**src/sv/jtl_pkg.sv**
```systemverilog
// Shared constants and types of the JSON token lexer.
package jtl_pkg;

  localparam int POS_BITS = 32;
  localparam int LEN_BITS = 12;
  localparam int MAX_LEN  = 4095;

  localparam logic [3:0] KIND_INVALID   = 4'd0;
  localparam logic [3:0] KIND_OBJ_BEGIN = 4'd1;
  localparam logic [3:0] KIND_OBJ_END   = 4'd2;
  localparam logic [3:0] KIND_ARR_BEGIN = 4'd3;
  localparam logic [3:0] KIND_ARR_END   = 4'd4;
  localparam logic [3:0] KIND_COLON     = 4'd5;
  localparam logic [3:0] KIND_COMMA     = 4'd6;
  localparam logic [3:0] KIND_STRING    = 4'd7;
  localparam logic [3:0] KIND_NUMBER    = 4'd8;

  typedef struct packed {
    logic [3:0]          kind;
    logic [POS_BITS-1:0] start;
    logic [LEN_BITS-1:0] length;
    logic                clipped;
    logic                last;
  } tok_t;

  typedef struct packed {
    logic [1:0] cnt;
    tok_t       t1;
    tok_t       t0;
  } tok_pair_t;

endpackage

```
**src/sv/jtl_char_if.sv**
```systemverilog
// Character input channel.
interface jtl_char_if;
  logic       valid;
  logic       ready;
  logic [7:0] char_in;
  logic       end_of_text;

  modport source (output valid, char_in, end_of_text, input ready);
  modport sink (input valid, char_in, end_of_text, output ready);
endinterface

```
**src/sv/jtl_token_if.sv**
```systemverilog
// Token output channel.
interface jtl_token_if import jtl_pkg::*; ();
  logic                valid;
  logic                ready;
  logic [3:0]          token_kind;
  logic [POS_BITS-1:0] token_start;
  logic [LEN_BITS-1:0] token_length;
  logic                length_clipped;
  logic                last_of_run;

  modport source (output valid, token_kind, token_start, token_length, length_clipped,
                  last_of_run, input ready);
  modport sink (input valid, token_kind, token_start, token_length, length_clipped,
                last_of_run, output ready);
endinterface

```
**src/sv/jtl_lexer_core.sv**
```systemverilog
// Lexer state and per-character token logic.
module jtl_lexer_core import jtl_pkg::*; (
  input  logic       clk,
  input  logic       rst,
  input  logic       step,
  input  logic [7:0] char_in,
  input  logic       end_of_text,
  output tok_pair_t  toks
);

  localparam logic [1:0] MODE_IDLE = 2'd0;
  localparam logic [1:0] MODE_STR  = 2'd1;
  localparam logic [1:0] MODE_NUM  = 2'd2;

  localparam logic [2:0] PH_START = 3'd0;
  localparam logic [2:0] PH_MINUS = 3'd1;
  localparam logic [2:0] PH_INT   = 3'd2;
  localparam logic [2:0] PH_DOT   = 3'd3;
  localparam logic [2:0] PH_FRAC  = 3'd4;
  localparam logic [2:0] PH_EXP   = 3'd5;
  localparam logic [2:0] PH_ESIGN = 3'd6;
  localparam logic [2:0] PH_EDIG  = 3'd7;

  localparam logic [7:0] CH_LBRACE = 8'h7B;
  localparam logic [7:0] CH_RBRACE = 8'h7D;
  localparam logic [7:0] CH_LBRACK = 8'h5B;
  localparam logic [7:0] CH_RBRACK = 8'h5D;
  localparam logic [7:0] CH_COLON  = 8'h3A;
  localparam logic [7:0] CH_COMMA  = 8'h2C;
  localparam logic [7:0] CH_QUOTE  = 8'h22;
  localparam logic [7:0] CH_SPACE  = 8'h20;
  localparam logic [7:0] CH_LF     = 8'h0A;
  localparam logic [7:0] CH_T      = 8'h74;
  localparam logic [7:0] CH_F      = 8'h66;
  localparam logic [7:0] CH_N      = 8'h6E;
  localparam logic [7:0] CH_E      = 8'h65;
  localparam logic [7:0] CH_DOT    = 8'h2E;
  localparam logic [7:0] CH_MINUS  = 8'h2D;
  localparam logic [7:0] CH_PLUS   = 8'h2B;
  localparam logic [7:0] CH_0      = 8'h30;
  localparam logic [7:0] CH_9      = 8'h39;

  logic [1:0]          mode, mode_next;
  logic [2:0]          phase, phase_next;
  logic [LEN_BITS-1:0] len, len_next;
  logic                clip, clip_next;
  logic [POS_BITS-1:0] start, start_next;
  logic [POS_BITS-1:0] pos, pos_next;

  // {moved, next phase}; moved low means no transition
  function automatic logic [3:0] num_next(logic [2:0] ph, logic [7:0] c);
    logic dig;
    dig = (c >= CH_0) && (c <= CH_9);
    if (dig) begin
      unique case (ph)
        PH_START, PH_MINUS, PH_INT: return {1'b1, PH_INT};
        PH_DOT, PH_FRAC:            return {1'b1, PH_FRAC};
        default:                    return {1'b1, PH_EDIG};
      endcase
    end
    if (c == CH_E && (ph == PH_INT || ph == PH_FRAC)) return {1'b1, PH_EXP};
    if (c == CH_DOT && ph == PH_INT) return {1'b1, PH_DOT};
    if ((c == CH_MINUS || c == CH_PLUS) && ph == PH_EXP) return {1'b1, PH_ESIGN};
    if (c == CH_MINUS && ph == PH_START) return {1'b1, PH_MINUS};
    return 4'd0;
  endfunction

  function automatic logic [3:0] judged(logic [2:0] ph);
    return (ph == PH_INT || ph == PH_FRAC || ph == PH_EDIG) ? KIND_NUMBER : KIND_INVALID;
  endfunction

  function automatic tok_pair_t push(tok_pair_t p, logic [3:0] k, logic [POS_BITS-1:0] s,
                                     logic [LEN_BITS-1:0] l, logic cl);
    tok_t t;
    t = '{kind: k, start: s, length: l, clipped: cl, last: 1'b0};
    if (p.cnt == 2'd0) p.t0 = t;
    else p.t1 = t;
    p.cnt = p.cnt + 2'd1;
    return p;
  endfunction

  logic                is_digit, is_delim, is_skip, is_single, at_max, do_idle;
  logic [3:0]          single_kind, nx;
  logic [LEN_BITS-1:0] grown_len;
  logic                grown_clip;
  tok_pair_t           p;

  always_comb begin
    is_digit = (char_in >= CH_0) && (char_in <= CH_9);
    is_delim = (char_in == CH_COMMA) || (char_in == CH_RBRACE) || (char_in == CH_RBRACK);
    is_skip  = (char_in == CH_SPACE) || (char_in == CH_LF) || (char_in == CH_T) ||
               (char_in == CH_F) || (char_in == CH_N);
    is_single = 1'b1;
    unique case (char_in)
      CH_LBRACE: single_kind = KIND_OBJ_BEGIN;
      CH_RBRACE: single_kind = KIND_OBJ_END;
      CH_LBRACK: single_kind = KIND_ARR_BEGIN;
      CH_RBRACK: single_kind = KIND_ARR_END;
      CH_COLON:  single_kind = KIND_COLON;
      CH_COMMA:  single_kind = KIND_COMMA;
      default: begin
        single_kind = KIND_INVALID;
        is_single   = 1'b0;
      end
    endcase
  end

  always_comb begin
    at_max     = len >= LEN_BITS'(MAX_LEN);
    grown_len  = at_max ? len : len + LEN_BITS'(1);
    grown_clip = clip | at_max;
    p          = '0;
    mode_next  = mode;
    phase_next = phase;
    len_next   = len;
    clip_next  = clip;
    start_next = start;
    pos_next   = pos + POS_BITS'(1);
    do_idle    = 1'b0;
    nx         = num_next(phase, char_in);

    unique case (mode)
      MODE_STR: begin
        len_next  = grown_len;
        clip_next = grown_clip;
        if (char_in == CH_QUOTE) begin
          p         = push(p, KIND_STRING, start, grown_len, grown_clip);
          mode_next = MODE_IDLE;
        end
      end
      MODE_NUM: begin
        if (is_delim) begin
          p          = push(p, judged(phase), start, len, clip);
          mode_next  = MODE_IDLE;
          phase_next = PH_START;
          do_idle    = 1'b1;
        end else begin
          len_next  = grown_len;
          clip_next = grown_clip;
          if (!nx[3]) begin
            p          = push(p, KIND_INVALID, start, grown_len, grown_clip);
            mode_next  = MODE_IDLE;
            phase_next = PH_START;
          end else begin
            phase_next = nx[2:0];
          end
        end
      end
      default: begin
        mode_next = MODE_IDLE;
        do_idle   = 1'b1;
      end
    endcase

    if (do_idle) begin
      priority if (is_single) begin
        p = push(p, single_kind, pos, LEN_BITS'(1), 1'b0);
      end else if (char_in == CH_QUOTE) begin
        mode_next  = MODE_STR;
        start_next = pos;
        len_next   = LEN_BITS'(1);
        clip_next  = 1'b0;
      end else if (is_digit || char_in == CH_MINUS) begin
        mode_next  = MODE_NUM;
        start_next = pos;
        len_next   = LEN_BITS'(1);
        clip_next  = 1'b0;
        phase_next = is_digit ? PH_INT : PH_MINUS;
      end else begin
        if (!is_skip) p = push(p, KIND_INVALID, pos, LEN_BITS'(1), 1'b0);
      end
    end

    if (end_of_text) begin
      if (mode_next == MODE_STR) begin
        p = push(p, KIND_INVALID, start_next, len_next, clip_next);
      end else if (mode_next == MODE_NUM) begin
        p = push(p, judged(phase_next), start_next, len_next, clip_next);
      end
      mode_next  = MODE_IDLE;
      phase_next = PH_START;
      pos_next   = '0;
    end

    if (p.cnt == 2'd1) p.t0.last = 1'b1;
    if (p.cnt == 2'd2) p.t1.last = 1'b1;
    toks = p;
  end

  always_ff @(posedge clk) begin
    if (rst) begin
      mode  <= MODE_IDLE;
      phase <= PH_START;
      len   <= '0;
      clip  <= 1'b0;
      start <= '0;
      pos   <= '0;
    end else if (step) begin
      mode  <= mode_next;
      phase <= phase_next;
      len   <= len_next;
      clip  <= clip_next;
      start <= start_next;
      pos   <= pos_next;
    end
  end

endmodule

```
**src/sv/jtl_token_fifo.sv**
```systemverilog
// Four-entry token queue, up to two writes and one read per cycle.
module jtl_token_fifo import jtl_pkg::*; (
  input  logic      clk,
  input  logic      rst,
  input  logic      push,
  input  tok_pair_t wr,
  output logic      room,
  input  logic      pop,
  output logic      head_valid,
  output tok_t      head
);

  localparam int DEPTH = 4;
  localparam int AW    = $clog2(DEPTH);

  tok_t          mem [DEPTH];
  logic [AW-1:0] wp, rp;
  logic [AW:0]   count, count_next;
  logic [1:0]    n_in;
  logic          do_pop;

  assign n_in       = push ? wr.cnt : 2'd0;
  assign do_pop     = pop && head_valid;
  assign head_valid = count != '0;
  assign head       = mem[rp];
  assign room       = count <= (AW+1)'(DEPTH - 2);
  assign count_next = count + (AW+1)'(n_in) - (AW+1)'(do_pop);

  always_ff @(posedge clk) begin
    if (n_in != 2'd0) mem[wp] <= wr.t0;
    if (n_in == 2'd2) mem[wp + AW'(1)] <= wr.t1;
  end

  always_ff @(posedge clk) begin
    if (rst) begin
      wp    <= '0;
      rp    <= '0;
      count <= '0;
    end else begin
      wp    <= wp + AW'(n_in);
      rp    <= rp + AW'(do_pop);
      count <= count_next;
    end
  end

endmodule

```
**src/sv/json_token_lexer_unit.sv**
```systemverilog
// Top level of the JSON token lexer.
//   channel  dir  transaction
//   chars    in   one text byte plus end-of-text mark
//   tokens   out  kind, start, length, clip flag, last-of-run flag
// A byte is registered on entry and lexed once the queue has room; its tokens are then written to the queue.
// Sustained rate is one byte per cycle; input stalls while three or more tokens are queued,
// which takes bytes that yield two tokens or an output slower than the input.
// Synchronous reset returns the lexer to idle at position zero and empties the queue.
// Output stalls back up through the queue into the input register.
module json_token_lexer_unit import jtl_pkg::*; (
  input logic        clk,
  input logic        rst,
  jtl_char_if.sink   chars,
  jtl_token_if.source tokens
);

  logic       in_valid;
  logic [7:0] char_q;
  logic       eot_q;
  logic       room;
  logic       step;
  tok_pair_t  toks;
  tok_t       head;
  logic       head_valid;

  assign step        = in_valid && room;
  assign chars.ready = !in_valid || room;

  always_ff @(posedge clk) begin
    if (rst) begin
      in_valid <= 1'b0;
    end else if (chars.ready) begin
      in_valid <= chars.valid;
    end
  end

  always_ff @(posedge clk) begin
    if (chars.ready && chars.valid) begin
      char_q <= chars.char_in;
      eot_q  <= chars.end_of_text;
    end
  end

  jtl_lexer_core u_core (
    .clk         (clk),
    .rst         (rst),
    .step        (step),
    .char_in     (char_q),
    .end_of_text (eot_q),
    .toks        (toks)
  );

  jtl_token_fifo u_fifo (
    .clk        (clk),
    .rst        (rst),
    .push       (step),
    .wr         (toks),
    .room       (room),
    .pop        (tokens.ready),
    .head_valid (head_valid),
    .head       (head)
  );

  assign tokens.valid          = head_valid;
  assign tokens.token_kind     = head.kind;
  assign tokens.token_start    = head.start;
  assign tokens.token_length   = head.length;
  assign tokens.length_clipped = head.clipped;
  assign tokens.last_of_run    = head.last;

endmodule

```
**src/flat_wrapper.sv**
```systemverilog
// flat-port wrapper written by rule: the top's interface ports become plain ports
module json_token_lexer_unit_flat import jtl_pkg::*;
  (clk, rst, chars_valid, chars_char_in, chars_end_of_text, chars_ready, tokens_valid, tokens_token_kind, tokens_token_start, tokens_token_length, tokens_length_clipped, tokens_last_of_run, tokens_ready);
  jtl_char_if chars_i ();
  jtl_token_if tokens_i ();
  input logic clk;
  input logic rst;
  input wire logic [$bits(chars_i.valid)-1:0] chars_valid;
  input wire logic [$bits(chars_i.char_in)-1:0] chars_char_in;
  input wire logic [$bits(chars_i.end_of_text)-1:0] chars_end_of_text;
  output wire logic [$bits(chars_i.ready)-1:0] chars_ready;
  output wire logic [$bits(tokens_i.valid)-1:0] tokens_valid;
  output wire logic [$bits(tokens_i.token_kind)-1:0] tokens_token_kind;
  output wire logic [$bits(tokens_i.token_start)-1:0] tokens_token_start;
  output wire logic [$bits(tokens_i.token_length)-1:0] tokens_token_length;
  output wire logic [$bits(tokens_i.length_clipped)-1:0] tokens_length_clipped;
  output wire logic [$bits(tokens_i.last_of_run)-1:0] tokens_last_of_run;
  input wire logic [$bits(tokens_i.ready)-1:0] tokens_ready;
  assign chars_i.valid = chars_valid;
  assign chars_i.char_in = chars_char_in;
  assign chars_i.end_of_text = chars_end_of_text;
  assign chars_ready = chars_i.ready;
  assign tokens_valid = tokens_i.valid;
  assign tokens_token_kind = tokens_i.token_kind;
  assign tokens_token_start = tokens_i.token_start;
  assign tokens_token_length = tokens_i.token_length;
  assign tokens_length_clipped = tokens_i.length_clipped;
  assign tokens_last_of_run = tokens_i.last_of_run;
  assign tokens_i.ready = tokens_ready;
  json_token_lexer_unit u_core (.clk(clk), .rst(rst), .chars(chars_i), .tokens(tokens_i));
endmodule
```
**config.mk**
```make
export PLATFORM = sky130hd
export DESIGN_NAME = json_token_lexer_unit_flat
export DESIGN_NICKNAME = d
export VERILOG_FILES = /design/src/sv/jtl_pkg.sv /design/src/sv/jtl_char_if.sv /design/src/sv/jtl_token_if.sv /design/src/sv/jtl_lexer_core.sv /design/src/sv/jtl_token_fifo.sv /design/src/sv/json_token_lexer_unit.sv /design/src/flat_wrapper.sv
export SDC_FILE = /design/constraint.sdc
export NUM_CORES = 1
export LEC_CHECK = 0
export BUFFER_PORTS_ARGS = -buffer_cell sky130_fd_sc_hd__buf_2
export CAP_MARGIN = 20
export CORE_MARGIN = 1
export CORE_UTILIZATION = 55
export DETAILED_ROUTE_END_ITERATION = 10
export GPL_TIMING_DRIVEN = 0
export PLACE_DENSITY = 0.79
export SLEW_MARGIN = 10
export SYNTH_ARGS = -nofsm -noshare
export SYNTH_HDL_FRONTEND = slang
export SYNTH_SLANG_ARGS = --single-unit
```
**constraint.sdc**
```tcl
create_clock -name clk -period 14.8 [get_ports clk]
set_input_delay 1.48 -clock clk [delete_from_list [all_inputs] [get_ports clk]]
set_output_delay 1.48 -clock clk [all_outputs]
set_load 0.02 [all_outputs]
```
==> metrics.md <==
| Metric | Value |
|---|---|
| Result of the run | `completed` |
| Die span in y | `between 150 and 200 um` |
| Rows | `~60` |
| CP Class | `flip-flop to flip-flop` |
| DRT Pass-1 Iters | `6` |
| Worst-Skew Late Latency | `just under 600 ps` |
| Global route overflow | `0` |
| Post-Synthesis Cells | `about 1.4k` |
| Crit. End Element | `flip-flop` |
| DR WL/cell | `approximately 22 um` |
| R2R Path Start | `u_core.char_q[1]$_DFFE_PP_` |
| Hold_buf cts | `0` |
| Clock edge transition at the registers on the reported setup and hold paths | `~60 ps` |
| Top cells by area, synth | `edfxtp_1 (40%), mux2i_1 (12%), dfxtp_1 (11%), mux4_2 (7.1%), a22oi_1 (3.4%)` |
| Pin count of the biggest net entering global routing | `24` |
| Worst hold path type | `flip-flop to flip-flop` |
| Hold Vio Cnt, Final | `0` |
| Clock power share | `0.339` |
| R2R Path End | `u_core.u_fifo.mem[2][12]$_DFFE_PP_` |
| GRT Total Usage | `0.288` |
| Nets@finish | `roughly 1.5k` |
| Data required, critical path | `15,130 ps` |
| Met3 GRT Util | `0.0421` |
| Tmin final | `about 5900 ps` |
| Syn Std Cell Area | `0.0159 mm2` |
| Final WS setup | `8920 ps` |
| Wirelength, routed | `~42 mm` |
| Power Density | `between 100 and 150 mW/mm2` |
| Switch share | `0.289` |
| Setup repair bufs after CTS | `0` |
| Ys flop type | `edfxtp_1` |
| Leak | `between 6 and 7 nW` |
| Max Cap Viol | `0` |
| Worst slew margin | `0.149` |
| Post-CTS resize count | `0` |
| GRT met2 Usage | `0.477` |
| Util after Layout | `0.638` |
| Htree depth | `1` |
| Psw | `about 600 uW` |
| Share of power burned in registers | `0.448` |
| Antenna Cells | `0` |
| Type of origin of the critical path | `flip-flop` |
| Number of synthesized flops with an enable pin | `around 210` |
| Share of cells above drive strength 1 | `0.150` |
| DP Wirelength | `28.5 mm` |
| Setup TNS | `0 ps` |
| Total Die Area | `0.0296 mm2` |
| Data arrival, critical path | `between 6000 and 7000 ps` |
| Synth top area share | `0.395` |
| Top-Level Pins | `65` |
| Syn_area_per_cell | `11.6 um2` |
| Combinational share of power | `0.213` |
| GRT Max-Usage Layer | `met2` |
| Post-synthesis sequential area ratio | `0.509` |
| Fin. max-slew vios | `0` |
| Drt drc | `0` |
| Ys Warns | `0` |
| CTS Sinks | `299` |
| Reg2reg setup slack | `between 8000 and 9000 ps` |
| Cell with the most instances after synthesis | `edfxtp_1` |
| 1st-iter DRT viols | `approximately 1.3k` |
| CTS tree | `yes` |
| Finish-stage setup viols | `0` |
| Vias in the first global route | `about 12k` |
| Worst-path maximum fanout | `10` |
| Routed vias | `roughly 12k` |
| Die width | `172 um` |
| CORE AREA | `roughly 0.028 mm2` |
| Synth async-reset ratio | `0` |
| Measured slew at the worst slew-check pin | `1270 ps` |
| R2R depth | `22` |
| DP Area | `approximately 0.017 mm2` |
| Netlist cell types | `80` |
| RSZ-0062 raised after global routing | `no` |
| Period Utilization, post-route | `0.397` |
| Seq cells post-synth | `between 200 and 300` |
| CTS max path bufs | `3` |
| GP Congestion | `about 0.9` |
| Root Buffer | `clkbuf_16` |
| Max IR drop VDD | `roughly 0.13 mV` |
| Achievable frequency | `around 170 MHz` |
| Antenna Violating Nets Remaining | `0` |
| First-pass GRT wire length | `~65 mm` |
| CP endpoint | `u_core.u_fifo.mem[2][12]$_DFFE_PP_` |
| Final Skew | `about 16 ps` |
| Largest area contributor in the netlist | `edfxtp_1` |
| GR Layer Usage met1 | `0.381` |
| Pre-CTS setup slack | `~9100 ps` |
| Via density | `~6.5` |
| Top cells by count, synth | `edfxtp_1 (209), mux2i_1 (189), nand2_1 (138), dfxtp_1 (90), nor2_1 (82)` |
| Syn_nets | `around 1.4k` |
| Area delta synth->final | `12.8%` |
| Initial antenna violation count | `0` |
| Internal | `roughly 1.5 mW` |
| CP startpoint | `u_core.char_q[1]$_DFFE_PP_` |
| Initial core utilization | `0.565` |
| Port Buffers | `63` |
| Cell area after layout | `between 0.015 and 0.02 mm2` |
| Total CTS buffers | `30` |
## stage by stage
step	std cells	power, mW	hold slack (ps)
global route	1881	2.18	489
finish	1881	2.11	474
CTS	1880	2.11	472
floorplan	1363	1.26	449
global placement	1804	1.39	455
detailed placement	1824	1.41	464
## sequential cells by signal, summed over array words and instances (netlist names), 2 cells and up
name / cells
u_core.u_fifo.wp: 2
u_core.u_core.mode: 2
u_core.u_fifo.rp: 2
u_core.u_fifo.mem: 200
u_core.u_core.pos: 32
u_core.u_core.len: 12
u_core.u_core.phase: 3
u_core.u_fifo.count: 3
u_core.u_core.start: 32
u_core.char_q: 8
## per-layer routing
metal	up-vias	part of all wire	wire length [um]
met3	113	0.077	3250
met5	-	0	0
met4	0	0.036	1530
li1	5470	-	-
met2	589	0.48	20300
met1	5999	0.40	17000
## placed cells by master, fill, tap and decap left out, types with 30 or more instances in the layout
master and n:
mux2i_1 189, a21oi_1 77, edfxtp_1 209, nor2_1 82
buf_2 76, mux4_2 50, dfxtp_1 90, a22oi_1 72
clkbuf_16 30, nand2_1 138, clkbuf_1 81
## critical path, stage by stage, from the launching register on
cell,delay (ps)
edfxtp_1,380
clkbuf_1,230
o21ai_0,600
nand2_1,300
nand4_1,260
a21o_1,150
buf_2,220
inv_1,110
ha_1,290
inv_1,50
o22a_1,240
mux2i_4,270
inv_1,130
ha_1,370
and4_1,240
o21ai_1,250
buf_4,300
buf_4,290
o41ai_2,220
buf_4,220
buf_4,180
buf_4,180
buf_4,160
## power groups by stage
stage | Sequential, mW | Clock [mW] | Combinational (mW)
after CTS | 0.945 | 0.718 | 0.448
after detailed placement | 0.963 | 0 | 0.446
after global routing | 0.949 | 0.749 | 0.481
after global placement | 0.969 | 0 | 0.425
after floorplan | 0.961 | 0 | 0.298
final | 0.946 | 0.716 | 0.449
## area by class of cell
class	count	area, um2
clock buffer	36	773
clock inverter	20	149
sequential	299	8080
multi-input combinational	936	7260
buffer	105	512
fill	2185	10200
inverter	23	86.3
timing repair buffer	84	574
tap	378	473
## logic make-up (layout without fill, tap and decap cells)
| logic type | after synthesis | in the layout | share of synthesized area |
|---|---|---|---|
| simple gates | 381 | 381 | 0.117 |
| flops | 299 | 299 | 0.509 |
| compound gates | 267 | 267 | 0.114 |
| mux | 244 | 244 | 0.194 |
| buf+inv | 128 | 268 | 0.0377 |
| xor+xnor | 32 | 32 | 0.0177 |
| fa+ha+maj | 12 | 12 | 0.00993 |
## how the worst min path moves through the flow
stage,end,slack (ps),cells past startpoint,startpoint
floorplan,u_core.u_core.start[0]$_SDFFE_PP0P_,450,2,u_core.u_core.start[0]$_SDFFE_PP0P_
global placement,u_core.u_core.start[15]$_SDFFE_PP0P_,450,2,u_core.u_core.start[15]$_SDFFE_PP0P_
detailed placement,u_core.u_core.start[11]$_SDFFE_PP0P_,460,2,u_core.u_core.start[11]$_SDFFE_PP0P_
CTS,u_core.u_core.start[11]$_SDFFE_PP0P_,470,2,u_core.u_core.start[11]$_SDFFE_PP0P_
global route,u_core.u_core.start[23]$_SDFFE_PP0P_,490,2,u_core.u_core.start[23]$_SDFFE_PP0P_
finish,u_core.u_core.start[12]$_SDFFE_PP0P_,470,2,u_core.u_core.start[12]$_SDFFE_PP0P_
(Power assumes the default switching activity.)
